[src/hdl/stet_pkg.sv]
// Shared types and constants for the software timer expiry table.
`timescale 1ns / 1ps
package stet_pkg;

  // Item kind codes on the input tuser field
  localparam logic [1:0] KIND_TICK   = 2'd0;
  localparam logic [1:0] KIND_ARM    = 2'd1;
  localparam logic [1:0] KIND_CANCEL = 2'd2;

  localparam int unsigned TargetFps = 30;

  typedef enum logic [1:0] {
    OP_TICK,
    OP_ARM,
    OP_CANCEL,
    OP_NOP
  } op_e;

  typedef enum logic [2:0] {
    ST_IDLE,
    ST_SCAN_E,
    ST_SCAN_C,
    ST_RM,
    ST_APPEND,
    ST_FINAL
  } exec_state_e;

  // Fixed-width part of one result
  typedef struct packed {
    logic        fired_valid;
    logic [3:0]  fired_slot;
    logic        frame_due;
    logic [15:0] pending_mask;
    logic        last;
  } res_ctl_t;

endpackage

[src/hdl/stet_ram.sv]
// Generic single-write, single-read RAM with registered read data.
`timescale 1ns / 1ps
module stet_ram #(
  parameter int unsigned WIDTH = 8,
  parameter int unsigned DEPTH = 16
) (
  input  logic                       clk_i,
  input  logic                       we_i,
  input  logic [$clog2(DEPTH)-1:0]   waddr_i,
  input  logic [WIDTH-1:0]           wdata_i,
  input  logic [$clog2(DEPTH)-1:0]   raddr_i,
  output logic [WIDTH-1:0]           rdata_o
);
  logic [WIDTH-1:0] mem_q [DEPTH];
  logic [WIDTH-1:0] rdata_q;

  always_ff @(posedge clk_i) begin
    if (we_i) begin
      mem_q[waddr_i] <= wdata_i;
    end
    rdata_q <= mem_q[raddr_i];
  end

  assign rdata_o = rdata_q;
endmodule

[src/hdl/stet_front.sv]
// Front end: accept items, classify them and hold them in a two-entry queue.
`timescale 1ns / 1ps
module stet_front #(
  parameter int unsigned NUM_SLOTS  = 16,
  parameter int unsigned TICK_WIDTH = 64
) (
  input  logic                          clk_i,
  input  logic                          rst_ni,
  input  logic                          in_valid_i,
  output logic                          in_ready_o,
  input  logic [1:0]                    in_kind_i,
  input  logic [3:0]                    in_slot_i,
  input  logic [63:0]                   in_expiry_i,
  output logic                          cmd_valid_o,
  input  logic                          cmd_ready_i,
  output stet_pkg::op_e                 cmd_op_o,
  output logic [$clog2(NUM_SLOTS)-1:0]  cmd_slot_o,
  output logic [TICK_WIDTH-1:0]         cmd_expiry_o
);
  import stet_pkg::*;

  localparam int unsigned SW = $clog2(NUM_SLOTS);

  op_e                   op_q   [2];
  logic [SW-1:0]         slot_q [2];
  logic [TICK_WIDTH-1:0] exp_q  [2];
  logic                  wr_ptr_q, rd_ptr_q;
  logic [1:0]            cnt_q;

  op_e           op_c;
  logic [6:0]    slot_ext;
  logic          in_range;
  logic          push, pop;

  assign slot_ext = 7'(in_slot_i);
  assign in_range = slot_ext < 7'(NUM_SLOTS);

  // Drop out-of-range slots and unused kinds to a no-op
  always_comb begin
    priority if (in_kind_i == KIND_TICK) begin
      op_c = OP_TICK;
    end else if (in_kind_i == KIND_ARM && in_range) begin
      op_c = OP_ARM;
    end else if (in_kind_i == KIND_CANCEL && in_range) begin
      op_c = OP_CANCEL;
    end else begin
      op_c = OP_NOP;
    end
  end

  assign in_ready_o  = (cnt_q != 2'd2);
  assign push        = in_valid_i && in_ready_o;
  assign cmd_valid_o = (cnt_q != 2'd0);
  assign pop         = cmd_valid_o && cmd_ready_i;

  assign cmd_op_o     = op_q[rd_ptr_q];
  assign cmd_slot_o   = slot_q[rd_ptr_q];
  assign cmd_expiry_o = exp_q[rd_ptr_q];

  always_ff @(posedge clk_i) begin
    if (push) begin
      op_q[wr_ptr_q]   <= op_c;
      slot_q[wr_ptr_q] <= slot_ext[SW-1:0];
      exp_q[wr_ptr_q]  <= in_expiry_i[TICK_WIDTH-1:0];
    end
  end

  always_ff @(posedge clk_i or negedge rst_ni) begin
    if (!rst_ni) begin
      wr_ptr_q <= 1'b0;
      rd_ptr_q <= 1'b0;
      cnt_q    <= 2'd0;
    end else begin
      if (push) wr_ptr_q <= ~wr_ptr_q;
      if (pop)  rd_ptr_q <= ~rd_ptr_q;
      cnt_q <= cnt_q + 2'(push) - 2'(pop);
    end
  end
endmodule

[src/hdl/stet_exec.sv]
// Back end: tick count, slot table, insertion-order queue scan and result register.
`timescale 1ns / 1ps
module stet_exec #(
  parameter int unsigned NUM_SLOTS  = 16,
  parameter int unsigned TICK_WIDTH = 64
) (
  input  logic                          clk_i,
  input  logic                          rst_ni,
  input  logic                          cfg_valid_i,
  input  logic [15:0]                   cfg_data_i,
  input  logic                          cmd_valid_i,
  output logic                          cmd_ready_o,
  input  stet_pkg::op_e                 cmd_op_i,
  input  logic [$clog2(NUM_SLOTS)-1:0]  cmd_slot_i,
  input  logic [TICK_WIDTH-1:0]         cmd_expiry_i,
  output logic                          res_valid_o,
  input  logic                          res_ready_i,
  output stet_pkg::res_ctl_t            res_ctl_o,
  output logic [TICK_WIDTH-1:0]         res_tick_o
);
  import stet_pkg::*;

  localparam int unsigned SW = $clog2(NUM_SLOTS);
  localparam int unsigned LW = SW + 1;

  exec_state_e           state_q, state_d;
  op_e                   op_q, op_d;
  logic [SW-1:0]         slot_q, slot_d;
  logic [LW-1:0]         i_q, i_d, j_q, j_d, len_q, len_d;
  logic [TICK_WIDTH-1:0] tick_q, tick_d;
  logic [15:0]           phase_q, phase_d, stride_q;
  logic                  due_q, due_d;
  logic [NUM_SLOTS-1:0]  armed_q, armed_d;

  logic                  res_valid_q;
  res_ctl_t              res_ctl_q, res_ctl_c;
  logic [TICK_WIDTH-1:0] res_tick_q;
  logic                  ld;

  logic                  q_we;
  logic [SW-1:0]         q_waddr, q_wdata, q_raddr, q_rdata;
  logic                  e_we;
  logic [SW-1:0]         e_raddr;
  logic [TICK_WIDTH-1:0] e_rdata;

  logic                  out_free, keep;
  logic [LW-1:0]         i_inc;
  logic [15:0]           stride, phase_inc, phase_new;
  logic [63:0]           armed_wide;

  stet_ram #(.WIDTH(SW), .DEPTH(NUM_SLOTS)) u_queue_ram (
    .clk_i   (clk_i),
    .we_i    (q_we),
    .waddr_i (q_waddr),
    .wdata_i (q_wdata),
    .raddr_i (q_raddr),
    .rdata_o (q_rdata)
  );

  stet_ram #(.WIDTH(TICK_WIDTH), .DEPTH(NUM_SLOTS)) u_expiry_ram (
    .clk_i   (clk_i),
    .we_i    (e_we),
    .waddr_i (cmd_slot_i),
    .wdata_i (cmd_expiry_i),
    .raddr_i (e_raddr),
    .rdata_o (e_rdata)
  );

  assign out_free  = !res_valid_q || res_ready_i;
  assign i_inc     = i_q + LW'(1);
  assign stride    = (stride_q == 16'd0) ? 16'd1 : stride_q;
  assign phase_inc = phase_q + 16'd1;
  assign phase_new = (phase_inc >= stride) ? 16'd0 : phase_inc;

  always_comb begin
    state_d     = state_q;
    op_d        = op_q;
    slot_d      = slot_q;
    i_d         = i_q;
    j_d         = j_q;
    len_d       = len_q;
    tick_d      = tick_q;
    phase_d     = phase_q;
    due_d       = due_q;
    armed_d     = armed_q;
    cmd_ready_o = 1'b0;
    q_we        = 1'b0;
    q_waddr     = j_q[SW-1:0];
    q_wdata     = slot_q;
    q_raddr     = '0;
    e_we        = 1'b0;
    e_raddr     = slot_q;
    keep        = 1'b0;
    ld          = 1'b0;
    res_ctl_c   = '0;
    armed_wide  = '0;

    unique case (state_q)
      ST_IDLE: begin
        cmd_ready_o = 1'b1;
        if (cmd_valid_i) begin
          op_d   = cmd_op_i;
          slot_d = cmd_slot_i;
          i_d    = '0;
          j_d    = '0;
          due_d  = 1'b0;
          unique case (cmd_op_i)
            OP_TICK: begin
              tick_d  = tick_q + TICK_WIDTH'(1);
              phase_d = phase_new;
              due_d   = (phase_new == 16'd0);
              state_d = (len_q == '0) ? ST_FINAL : ST_SCAN_E;
            end
            OP_ARM: begin
              e_we    = 1'b1;
              state_d = armed_q[cmd_slot_i] ? ST_RM : ST_APPEND;
            end
            OP_CANCEL: begin
              state_d = armed_q[cmd_slot_i] ? ST_RM : ST_FINAL;
            end
            OP_NOP: begin
              state_d = ST_FINAL;
            end
          endcase
        end
      end

      ST_SCAN_E: begin
        // Queue entry arrives; fetch its expiry
        slot_d  = q_rdata;
        e_raddr = q_rdata;
        state_d = ST_SCAN_C;
      end

      ST_SCAN_C: begin
        q_raddr = i_inc[SW-1:0];
        keep    = !(e_rdata <= tick_q);
        if (keep || out_free) begin
          if (!keep) begin
            armed_d[slot_q] = 1'b0;
            ld = 1'b1;
            res_ctl_c.fired_valid = 1'b1;
            res_ctl_c.fired_slot  = 4'(slot_q);
          end else begin
            q_we = 1'b1;
          end
          j_d = j_q + LW'(keep);
          i_d = i_inc;
          if (i_inc == len_q) begin
            len_d   = j_q + LW'(keep);
            state_d = ST_FINAL;
          end else begin
            state_d = ST_SCAN_E;
          end
        end
      end

      ST_RM: begin
        // Compact the queue, dropping the target slot
        q_raddr = i_inc[SW-1:0];
        q_wdata = q_rdata;
        keep    = (q_rdata != slot_q);
        q_we    = keep;
        j_d     = j_q + LW'(keep);
        i_d     = i_inc;
        if (i_inc == len_q) begin
          len_d = j_q + LW'(keep);
          if (op_q == OP_ARM) begin
            state_d = ST_APPEND;
          end else begin
            armed_d[slot_q] = 1'b0;
            state_d = ST_FINAL;
          end
        end
      end

      ST_APPEND: begin
        q_we            = 1'b1;
        q_waddr         = len_q[SW-1:0];
        len_d           = len_q + LW'(1);
        armed_d[slot_q] = 1'b1;
        state_d         = ST_FINAL;
      end

      ST_FINAL: begin
        if (out_free) begin
          ld = 1'b1;
          res_ctl_c.frame_due = due_q;
          res_ctl_c.last      = 1'b1;
          state_d = ST_IDLE;
        end
      end

      default: begin
        state_d = ST_IDLE;
      end
    endcase

    armed_wide             = 64'(armed_d);
    res_ctl_c.pending_mask = armed_wide[15:0];
  end

  always_ff @(posedge clk_i) begin
    op_q   <= op_d;
    slot_q <= slot_d;
    i_q    <= i_d;
    j_q    <= j_d;
    due_q  <= due_d;
    if (ld) begin
      res_ctl_q  <= res_ctl_c;
      res_tick_q <= tick_q;
    end
  end

  always_ff @(posedge clk_i or negedge rst_ni) begin
    if (!rst_ni) begin
      state_q     <= ST_IDLE;
      len_q       <= '0;
      tick_q      <= '0;
      phase_q     <= '0;
      armed_q     <= '0;
      stride_q    <= 16'd1;
      res_valid_q <= 1'b0;
    end else begin
      state_q <= state_d;
      len_q   <= len_d;
      tick_q  <= tick_d;
      phase_q <= phase_d;
      armed_q <= armed_d;
      if (cfg_valid_i) stride_q <= cfg_data_i;
      if (ld) begin
        res_valid_q <= 1'b1;
      end else if (res_ready_i) begin
        res_valid_q <= 1'b0;
      end
    end
  end

  assign res_valid_o = res_valid_q;
  assign res_ctl_o   = res_ctl_q;
  assign res_tick_o  = res_tick_q;
endmodule

[src/hdl/software_timer_expiry_table_core.sv]
// Top level of the software timer expiry table: stream ports, front end and back end.
// Steps per item: an arm of an idle slot appends it to the queue; a cancel of an idle slot or
// an unused kind goes straight to the closing result; a re-arm or a cancel of a pending slot
// first compacts the queue, one step per queued slot. A tick scans the queue: a queue RAM read
// then an expiry RAM read per slot. One item is carried out at a time; the next starts after it.
// Reset: asynchronous, active low; clears count, pending marks, queue length, phase, handshakes.
`timescale 1ns / 1ps
module software_timer_expiry_table_core #(
  parameter int unsigned NUM_SLOTS  = 16,
  parameter int unsigned TICK_WIDTH = 64
) (
  input  logic        clk_i,
  input  logic        rst_ni,
  // configuration write channel: frame stride
  input  logic        cfg_valid_i,
  output logic        cfg_ready_o,
  input  logic [15:0] cfg_data_i,
  // input items
  input  logic        s_axis_tvalid_i,
  output logic        s_axis_tready_o,
  input  logic [71:0] s_axis_tdata_i,  // [3:0] timer_slot, [67:4] expiry_tick, zero pad
  input  logic [1:0]  s_axis_tuser_i,  // [1:0] kind
  // results
  output logic        m_axis_tvalid_o,
  input  logic        m_axis_tready_i,
  // [3:0] fired_slot, [4] frame_due, [68:5] tick_now, [84:69] pending_mask, zero pad
  output logic [87:0] m_axis_tdata_o,
  output logic [0:0]  m_axis_tuser_o,  // [0] fired_valid
  output logic        m_axis_tlast_o
);
  import stet_pkg::*;

  localparam int unsigned SW = $clog2(NUM_SLOTS);

  logic                  cmd_valid, cmd_ready;
  op_e                   cmd_op;
  logic [SW-1:0]         cmd_slot;
  logic [TICK_WIDTH-1:0] cmd_expiry;
  res_ctl_t              res_ctl;
  logic [TICK_WIDTH-1:0] res_tick;

  // Stride register is always writable; write only while idle
  assign cfg_ready_o = 1'b1;

  // Front end: take each transaction, classify it, queue it
  stet_front #(.NUM_SLOTS(NUM_SLOTS), .TICK_WIDTH(TICK_WIDTH)) u_front (
    .clk_i        (clk_i),
    .rst_ni       (rst_ni),
    .in_valid_i   (s_axis_tvalid_i),
    .in_ready_o   (s_axis_tready_o),
    .in_kind_i    (s_axis_tuser_i),
    .in_slot_i    (s_axis_tdata_i[3:0]),
    .in_expiry_i  (s_axis_tdata_i[67:4]),
    .cmd_valid_o  (cmd_valid),
    .cmd_ready_i  (cmd_ready),
    .cmd_op_o     (cmd_op),
    .cmd_slot_o   (cmd_slot),
    .cmd_expiry_o (cmd_expiry)
  );

  // Back end: advance the count, scan the queue, emit results
  stet_exec #(.NUM_SLOTS(NUM_SLOTS), .TICK_WIDTH(TICK_WIDTH)) u_exec (
    .clk_i        (clk_i),
    .rst_ni       (rst_ni),
    .cfg_valid_i  (cfg_valid_i),
    .cfg_data_i   (cfg_data_i),
    .cmd_valid_i  (cmd_valid),
    .cmd_ready_o  (cmd_ready),
    .cmd_op_i     (cmd_op),
    .cmd_slot_i   (cmd_slot),
    .cmd_expiry_i (cmd_expiry),
    .res_valid_o  (m_axis_tvalid_o),
    .res_ready_i  (m_axis_tready_i),
    .res_ctl_o    (res_ctl),
    .res_tick_o   (res_tick)
  );

  // Pack the result transaction
  assign m_axis_tdata_o = {3'b000, res_ctl.pending_mask, 64'(res_tick),
                           res_ctl.frame_due, res_ctl.fired_slot};
  assign m_axis_tuser_o = res_ctl.fired_valid;
  assign m_axis_tlast_o = res_ctl.last;

`ifndef SYNTH
  // A fired-slot result is never the closing result of its item
  assert property (@(posedge clk_i) disable iff (!rst_ni)
    m_axis_tvalid_o && m_axis_tuser_o[0] |-> !m_axis_tlast_o)
    else $error("fired result marked last");

  // The frame pulse appears only on a closing result
  assert property (@(posedge clk_i) disable iff (!rst_ni)
    m_axis_tvalid_o && m_axis_tdata_o[4] |-> m_axis_tlast_o && !m_axis_tuser_o[0])
    else $error("frame pulse outside closing tick result");

  // A result that reports no fired slot carries a zero slot index
  assert property (@(posedge clk_i) disable iff (!rst_ni)
    m_axis_tvalid_o && !m_axis_tuser_o[0] |-> m_axis_tdata_o[3:0] == 4'd0)
    else $error("slot index on non-fired result");
`endif
endmodule
[config.mk]
export PLATFORM = sky130hd
export DESIGN_NAME = software_timer_expiry_table_core
export DESIGN_NICKNAME = d
export VERILOG_FILES = /design/src/hdl/stet_pkg.sv /design/src/hdl/stet_ram.sv /design/src/hdl/stet_front.sv /design/src/hdl/stet_exec.sv /design/src/hdl/software_timer_expiry_table_core.sv
export SDC_FILE = /design/constraint.sdc
export NUM_CORES = 2
export LEC_CHECK = 0
export BUFFER_PORTS_ARGS = -buffer_cell sky130_fd_sc_hd__buf_2
export CAP_MARGIN = 30
export CORE_ASPECT_RATIO = 0.8
export CORE_MARGIN = 2
export CORE_UTILIZATION = 50
export DETAILED_ROUTE_END_ITERATION = 12
export GPL_TIMING_DRIVEN = 0
export PLACE_DENSITY_LB_ADDON = 0.1
export SLEW_MARGIN = 5
export SYNTH_ARGS = -nofsm -noshare
export SYNTH_HDL_FRONTEND = slang
export SYNTH_SLANG_ARGS = --single-unit
[constraint.sdc]
create_clock -name clk_i -period 6.83 [get_ports clk_i]
set_clock_uncertainty 0.1 [all_clocks]
set_input_delay 0.683 -clock clk_i [delete_from_list [all_inputs] [get_ports clk_i]]
set_output_delay 0.683 -clock clk_i [all_outputs]
set_load 0.05 [all_outputs]
# Yosys cells after proc, flatten, opt, wreduce, memory -nomap -nowiden

Memory sizes are Yosys's and may differ from the RTL's. A register that Yosys moved wholly into a read port is not among the register bits.
Index checks and enable logic that the tools add are counted.

Memories kept: 5
Latch bits: 0
ROM bits: 0
Flip-flop bits (word level): 229
Word-level logic and storage cells: 154
RAM bits: 1,228
Input port bits: 95
Output and inout port bits: 93

Memories:

| name                      | words | bits a word | read ports | clocked after Yosys merged registers in | wr ports | RTL line         | source |
|---|---|---|---|---|---|---|---|
| u_exec.u_expiry_ram.mem_q | 16    | 64          | 1          | 1                                       | 1        | stet_ram.sv:14   | `logic [WIDTH-1:0] mem_q [DEPTH];` |
| u_front.exp_q             | 2     | 64          | 1          | 0                                       | 1        | stet_front.sv:26 | `logic [TICK_WIDTH-1:0] exp_q [2];` |
| u_exec.u_queue_ram.mem_q  | 16    | 4           | 1          | 1                                       | 1        | stet_ram.sv:14   |  |
| u_front.slot_q            | 2     | 4           | 1          | 0                                       | 1        | stet_front.sv:25 | `logic [SW-1:0] slot_q [2];` |
| u_front.op_q              | 2     | 2           | 1          | 0                                       | 1        | stet_front.sv:24 | `op_e op_q [2];` |

Multipliers: 0
Magnitude comparators: 6
Eq/ne operators: 19
$add $sub $neg: 8
Bitwise operators: 5
Shifts and indexed selects: 0
Divide/modulo/power cells: 0
Mux-type cells: 60
Reductions and logical operators: 30

Operator list:

| cell                                                                 | count |
|---|---|
| 16-bit two-way mux                                                   | 6 |
| 64-bit by 1-bit adder with 64-bit output, second input constant      | 1 |
| 64-bit less-or-equal comparator                                      | 1 |
| 16-bit one-hot mux with 3 select lines                               | 1 |
| 5-bit one-hot mux with 3 select lines                                | 3 |
| 5-bit two-way mux                                                    | 7 |
| 16-bit zero test                                                     | 2 |
| 3-bit two-way mux                                                    | 8 |
| 1-bit two-way mux                                                    | 21 |
| 4-bit two-way mux                                                    | 5 |
| 3-bit one-hot mux with 6 select lines                                | 1 |
| 16-bit by 1-bit adder with 16-bit output, second input constant      | 1 |
| 16-bit bitwise AND                                                   | 1 |
| 16-bit >= comparator                                                 | 1 |
| 16-bit inverter                                                      | 1 |
| 16-bit OR                                                            | 1 |
| 4-bit by 5-bit < comparator with 1-bit output, second input constant | 3 |
| 3-bit one-hot mux with 4 select lines                                | 1 |
| 5-bit by 1-bit adder with 5-bit output                               | 2 |
| 5-bit by 1-bit adder with 5-bit output, second input constant        | 2 |
| 3-bit AND reduction                                                  | 3 |
| 2-bit by 1-bit != test with 1-bit output, second input constant      | 4 |
| 4-bit one-hot mux with 2 select lines                                | 1 |
| 2-bit AND reduction                                                  | 4 |
| other kinds (27)                                                     | 47 |

# Logic depth before layout (Yosys ltp)

Depth in word-level cells: 9
Depth in mapped cells: 16

# By module

Synthesis repeated with hierarchy kept, for this count alone.

Cell total of the unflattened synthesis: 3,204
Area, all modules: 59,902.5 µm²

By module, submodules not included:

| module                           | sequential area each (µm²) | times used | area each (µm²) | cells each |
|---|---|---|---|---|
| stet_ram at u_exec.u_expiry_ram  | 32,030.7                   | 1          | 39,581.7        | 1,647 |
| stet_exec                        | 6,152.2                    | 1          | 12,311.8        | 1,179 |
| stet_front                       | 4,304.1                    | 1          | 5,305.1         | 242 |
| stet_ram at u_exec.u_queue_ram   | 2,001.9                    | 1          | 2,666.3         | 130 |
| software_timer_expiry_table_core | 0.0                        | 1          | 37.5            | 6 |

# Least setup slack after synthesis

No wires, ideal clock.

Kind: reg-to-reg
From: register u_exec.tick_q[61]
To: register u_exec.res_ctl_q (netlist bit u_exec.res_ctl_o[0]), enable pin
Data required time: 6,169 ps
Clock period less this slack: 7,063 ps
Setup slack: -233 ps
Cell stages (with the launch flop): 11
Arrival time: 6,402 ps
Cell sequence: dfrtp_1 inv_1 ha_1 nand4_1 nor4_1 and2_1 nand4_1 or3_1 o21ai_1 nand2_1 a21oi_1

Word-level cells in the longest chain between the ends: 5
Elaborated cells on any way between the ends: 6
Those cells by class: order compare (1); mux (3); reduce/logical (2)

RTL lines:

| what                                      | RTL line         | source |
|---|---|---|
| start: declaration                        | stet_exec.sv:30  | `logic [TICK_WIDTH-1:0] tick_q, tick_d;` |
| start signal: assignment                  | stet_exec.sv:227 | `tick_q <= tick_d;` |
| 64-bit less-or-equal comparator (*)       | stet_exec.sv:137 | `keep = !(e_rdata <= tick_q);` |
| 1-bit zero test                           | stet_exec.sv:137 |  |
| 1-bit logical OR                          | stet_exec.sv:138 | `if (keep \|\| out_free) begin` |
| 1-bit two-way mux (*)                     | stet_exec.sv:138 |  |
| 1-bit one-hot mux with 2 select lines (*) | stet_exec.sv:98  | `unique case (state_q)` |
| net u_exec.ld                             | stet_exec.sv:38  | `logic ld;` |
| end signal: assignment                    | stet_exec.sv:210 | `res_ctl_q <= res_ctl_c;` |
| end: declaration                          | stet_exec.sv:36  | `res_ctl_t res_ctl_q, res_ctl_c;` |

The timed path passes the listed nets; every way through them passes the cells marked *.
A chain may end at the register's enable or synchronous reset.

# Worst setup path after layout

From: register u_exec.tick_q[49]
To: register u_exec.len_q[1]

Word-level cells in the longest chain between the ends: 6
Elaborated cells on any way between the ends: 9
Those cells by class: add/sub (1); order compare (1); eq/ne (1); mux (3); reduce/logical (3)

RTL lines:

| what                                   | RTL line         | source |
|---|---|---|
| 64-bit less-or-equal comparator (*)    | stet_exec.sv:137 |  |
| 1-bit zero test (*)                    | stet_exec.sv:137 |  |
| 5-bit by 1-bit adder with 5-bit output | stet_exec.sv:150 | `len_d = j_q + LW'(keep);` |
| 5-bit two-way mux                      | stet_exec.sv:149 | `if (i_inc == len_q) begin` |
| 5-bit two-way mux                      | stet_exec.sv:138 |  |
| 5-bit one-hot mux with 3 select lines  | stet_exec.sv:98  |  |
| end signal: assignment                 | stet_exec.sv:226 | `len_q <= len_d;` |
| end: declaration                       | stet_exec.sv:29  | `logic [LW-1:0] i_q, i_d, j_q, j_d, len_q, len_d;` |

Every way passes the cells marked *; elsewhere a longest branch is shown, timed or not. The select of a mux whose other input is x is not followed.

==> qor.csv <==
stage,metric,value,unit
floorplan,start_util,0.505,
synthesis,synthFlopType,edfxtp_1,
run,cap_violations,0,
critical_path,crit_type,reg -> reg,
clock_tree,numClockSinks,1525,
clock_tree,cts.path.max_buffers,3,
clock_tree,post_cts_buffers,0,
critical_path,start_kind,flop,
grt,met1_usage,0.348,
synthesis,syn_area,59900,µm²
hold_path,min_path_type,in -> reg,
synthesis,async_reset_ff_frac,0.0820,
final_layout,area_delta_synth_final,16.7,%
synthesis,synth_common_cells,"1332 x edfxtp_1, 281 x nand2_1, 264 x mux4_2",
clock_tree,h-tree-depth,4,
critical_path,rr_startpoint,u_exec.tick_q[49],
synthesis,synth-xor-area-share,0.0139,
sta,finalCritPeriodShare,0.753,
synthesis,yosys-mux-area-fraction,0.120,
critical_path,required,7380,ps
synthesis,ys_seq_area_frac,0.742,
routing,drt_wl_total,143000,µm
synthesis,synth.distinct_cells,73,
synthesis,yosysTopAreaCell,edfxtp_1,
grt,gr-usage-met2,0.361,
final_layout,fin_area,69900,µm²
synthesis,synthTopCellsByArea,"edfxtp_1 67%, mux4_2 9.9%, dfrtp_1 5.2%, dfxtp_1 2.3%, ha_1 1.9%",
routing,routed_via_density,5.87,
final_layout,fill_cells,8789,
synthesis,yosys.area_share.simple,0.0517,
synthesis,synth-edff-count,1332,
routing,wl_per_cell,26.1,µm
final_layout,layout-drive-gt1-share,0.224,
synthesis,synth_compound_area_frac,0.0362,
placed_design,hpwl,97700,µm
clock_tree,clkTransAtPathRegs,70,ps
clock_tree,holdBufCountCts,71,
sta,rsz0062_at_grt,false,
placed_design,io_buffers,177,
critical_path,path_max_fanout,6,
sta,worst_pin_slew,1040,ps
floorplan,die_area,123000,µm²
floorplan,die_w,391,µm
floorplan,fp.dieH,314,µm
routing,ant_nets,0,
floorplan,core_area,119000,µm²
clock_tree,cts_tree,built,
synthesis,yosysMostFrequentCell,edfxtp_1,
routing,first_iter_violations,2764,
critical_path,critPathLaunch,u_exec.tick_q[49],
clock_tree,cts_root_buf,clkbuf_16,
sta,setup_violations,0,
grt,grt_pass1_wl,211000,µm
grt,grt_max_degree,66,
routing,drc_errors,0,
placed_design,gp_routability_congestion,0.834,
sta,layout_min_cycle_time,5140,ps
grt,grt-ovfl-total,0,
power,total_power,31.1,mW
clock_tree,cts_buffers,149,
sta,max_freq,194,MHz
clock_tree,post_cts_resized,0,
grt,busiest_layer,met2,
grt,grt_pass1_vias,32600,
clock_tree,clk_latency,770,ps
final_layout,nets,3969,
critical_path,critPathArrivalTime,5690,ps
sta,hold_viol,0,
outcome,status,finished clean,
synthesis,avgSynthCellArea,18.1,µm²
synthesis,yosys.area.top_type_share,0.667,
power,power_density,445,nW/µm²
power,p_leak,23.8,nW
grt,grt_usage,0.235,
critical_path,end_kind,flop,
synthesis,synth-warning-count,0,
sta,finalMaxSlewViolations,0,
hold_path,hp-start,cfg_data_i[11],
floorplan,placement_rows,113,
power,vdd_ir_drop_max,0.252,mV
synthesis,synthAdderAreaFrac,0.0190,
floorplan,ioPinCount,188,
sta,relSlewSlack,0.305,
grt,antenna_found_initial,3,
synthesis,ys_ff_latch,1525,
routing,dr.pass1.iters,5,
synthesis,synth_top_family_by_area,multiplexers,
routing,vias,32000,
synthesis,syn_inst,3313,
grt,use_met3,0.0440,
placed_design,post_dp_cell_area,64300,µm²
==> flip-flops by register name (all words and copies together) (netlist names), 8 cells and up <==
register                     flops
u_front.exp_q                  128
u_exec.u_expiry_ram.rdata_o     64
u_exec.armed_q                  16
u_exec.u_expiry_ram.mem_q     1024
u_front.slot_q                   8
u_exec.phase_q                  16
u_exec.stride_q                 16
u_exec.tick_q                   64
u_exec.u_queue_ram.mem_q        64
u_exec.res_tick_o               64
u_exec.res_ctl_o                23
==> stage by stage <==
stage / util / std cells / setup slack (ps) / setup TNS (ps) / hold slack [ps]
floorplan: - / 3315 / 1490 / 0 / 287
global placement: 0.528 / 5044 / -2380 / -2530560 / 335
detailed placement: 0.541 / 5113 / 1590 / 0 / 341
CTS: 0.589 / 5460 / 1570 / 0 / 0.527
global route: 0.589 / 5460 / 1370 / 0 / 26.8
finish: 0.589 / 5462 / 1690 / 0 / 46.2
==> layer usage <==
metal  part of all wire  routed length, µm  vias to the layer above
li1                   -                  -                    14000
met1               0.44              63300                    16700
met2               0.46              65600                     1131
met3              0.073              10500                      196
met4              0.024               3390                        0
met5                  0                  0                        -
==> cell families (layout without fill, tap and decap cells) <==
family          Yosys count  in the layout
flops                  1525           1525
simple gates            638            638
mux                     377            377
compound gates          329            329
buf+inv                 256            849
xor+xnor                 95             95
fa+ha+maj                91             91
other cells               2              6
==> worst max-delay path: stages (launching register included) <==
cell and delay [ps]:
dfrtp_1 450, inv_1 70, ha_1 290, a41o_1 250
a21oi_1 320, nor4_1 110, nor3_2 660, o211ai_1 390
o21ai_1 670, inv_2 180, ha_1 310, ha_1 400
a22o_1 270, a22oi_1 170, o21ai_0 100, mux2_2 270
==> cells in the final DEF (no fill, tap or decap), drive strengths merged, types with 19 or more instances in the layout <==
master | netlist | layout
mux4 | 264 | 264
nor2 | 67 | 67
a211oi | 78 | 78
mux2 | 70 | 70
ha | 91 | 91
nor3 | 38 | 38
dfxtp | 68 | 68
inv | 102 | 111
dlygate4sd3 | 0 | 71
mux2i | 43 | 43
o21ai | 62 | 62
clkinv | 1 | 58
nand3 | 53 | 53
clkbuf | 106 | 293
a21oi | 50 | 50
nand2 | 282 | 282
dfrtp | 124 | 124
a31oi | 76 | 76
nand4 | 36 | 36
and2 | 74 | 74
edfxtp | 1332 | 1332
buf | 47 | 293
xnor2 | 77 | 77
nor4 | 19 | 19
==> final cells by class <==
type	instances	area, µm²	share of cell area
Tap cell	1552	1940	0.0278
Timing Repair Buffer	317	2940	0.0421
Inverter	103	387	0.00553
Multi-Input combinational cell	1534	14600	0.209
Buffer	153	647	0.00925
Clock buffer	187	3990	0.0570
Clock inverter	89	943	0.0135
Antenna cell	2	5.00	0.0000716
Sequential cell	1525	44500	0.636
==> power breakdown <==
part           internal [mW]  switching [mW]
logic                   4.02            6.58
clock network           4.83            3.47
registers               11.9           0.337
==> worst paths after layout <==
check                                         to  slack (ps)  cells after the start
min reg2reg                u_exec.res_tick_o[60]         350                      0
max in group asynchronous      u_exec.tick_q[46]        5400                      3
max reg2reg                      u_exec.len_q[1]        1690                     15
min in group asynchronous     u_exec.res_valid_o         390                      2
max                              u_exec.len_q[1]        1690                     15
min                          u_exec.stride_q[11]          50                      3
Power figures use the tool's default switching activity.
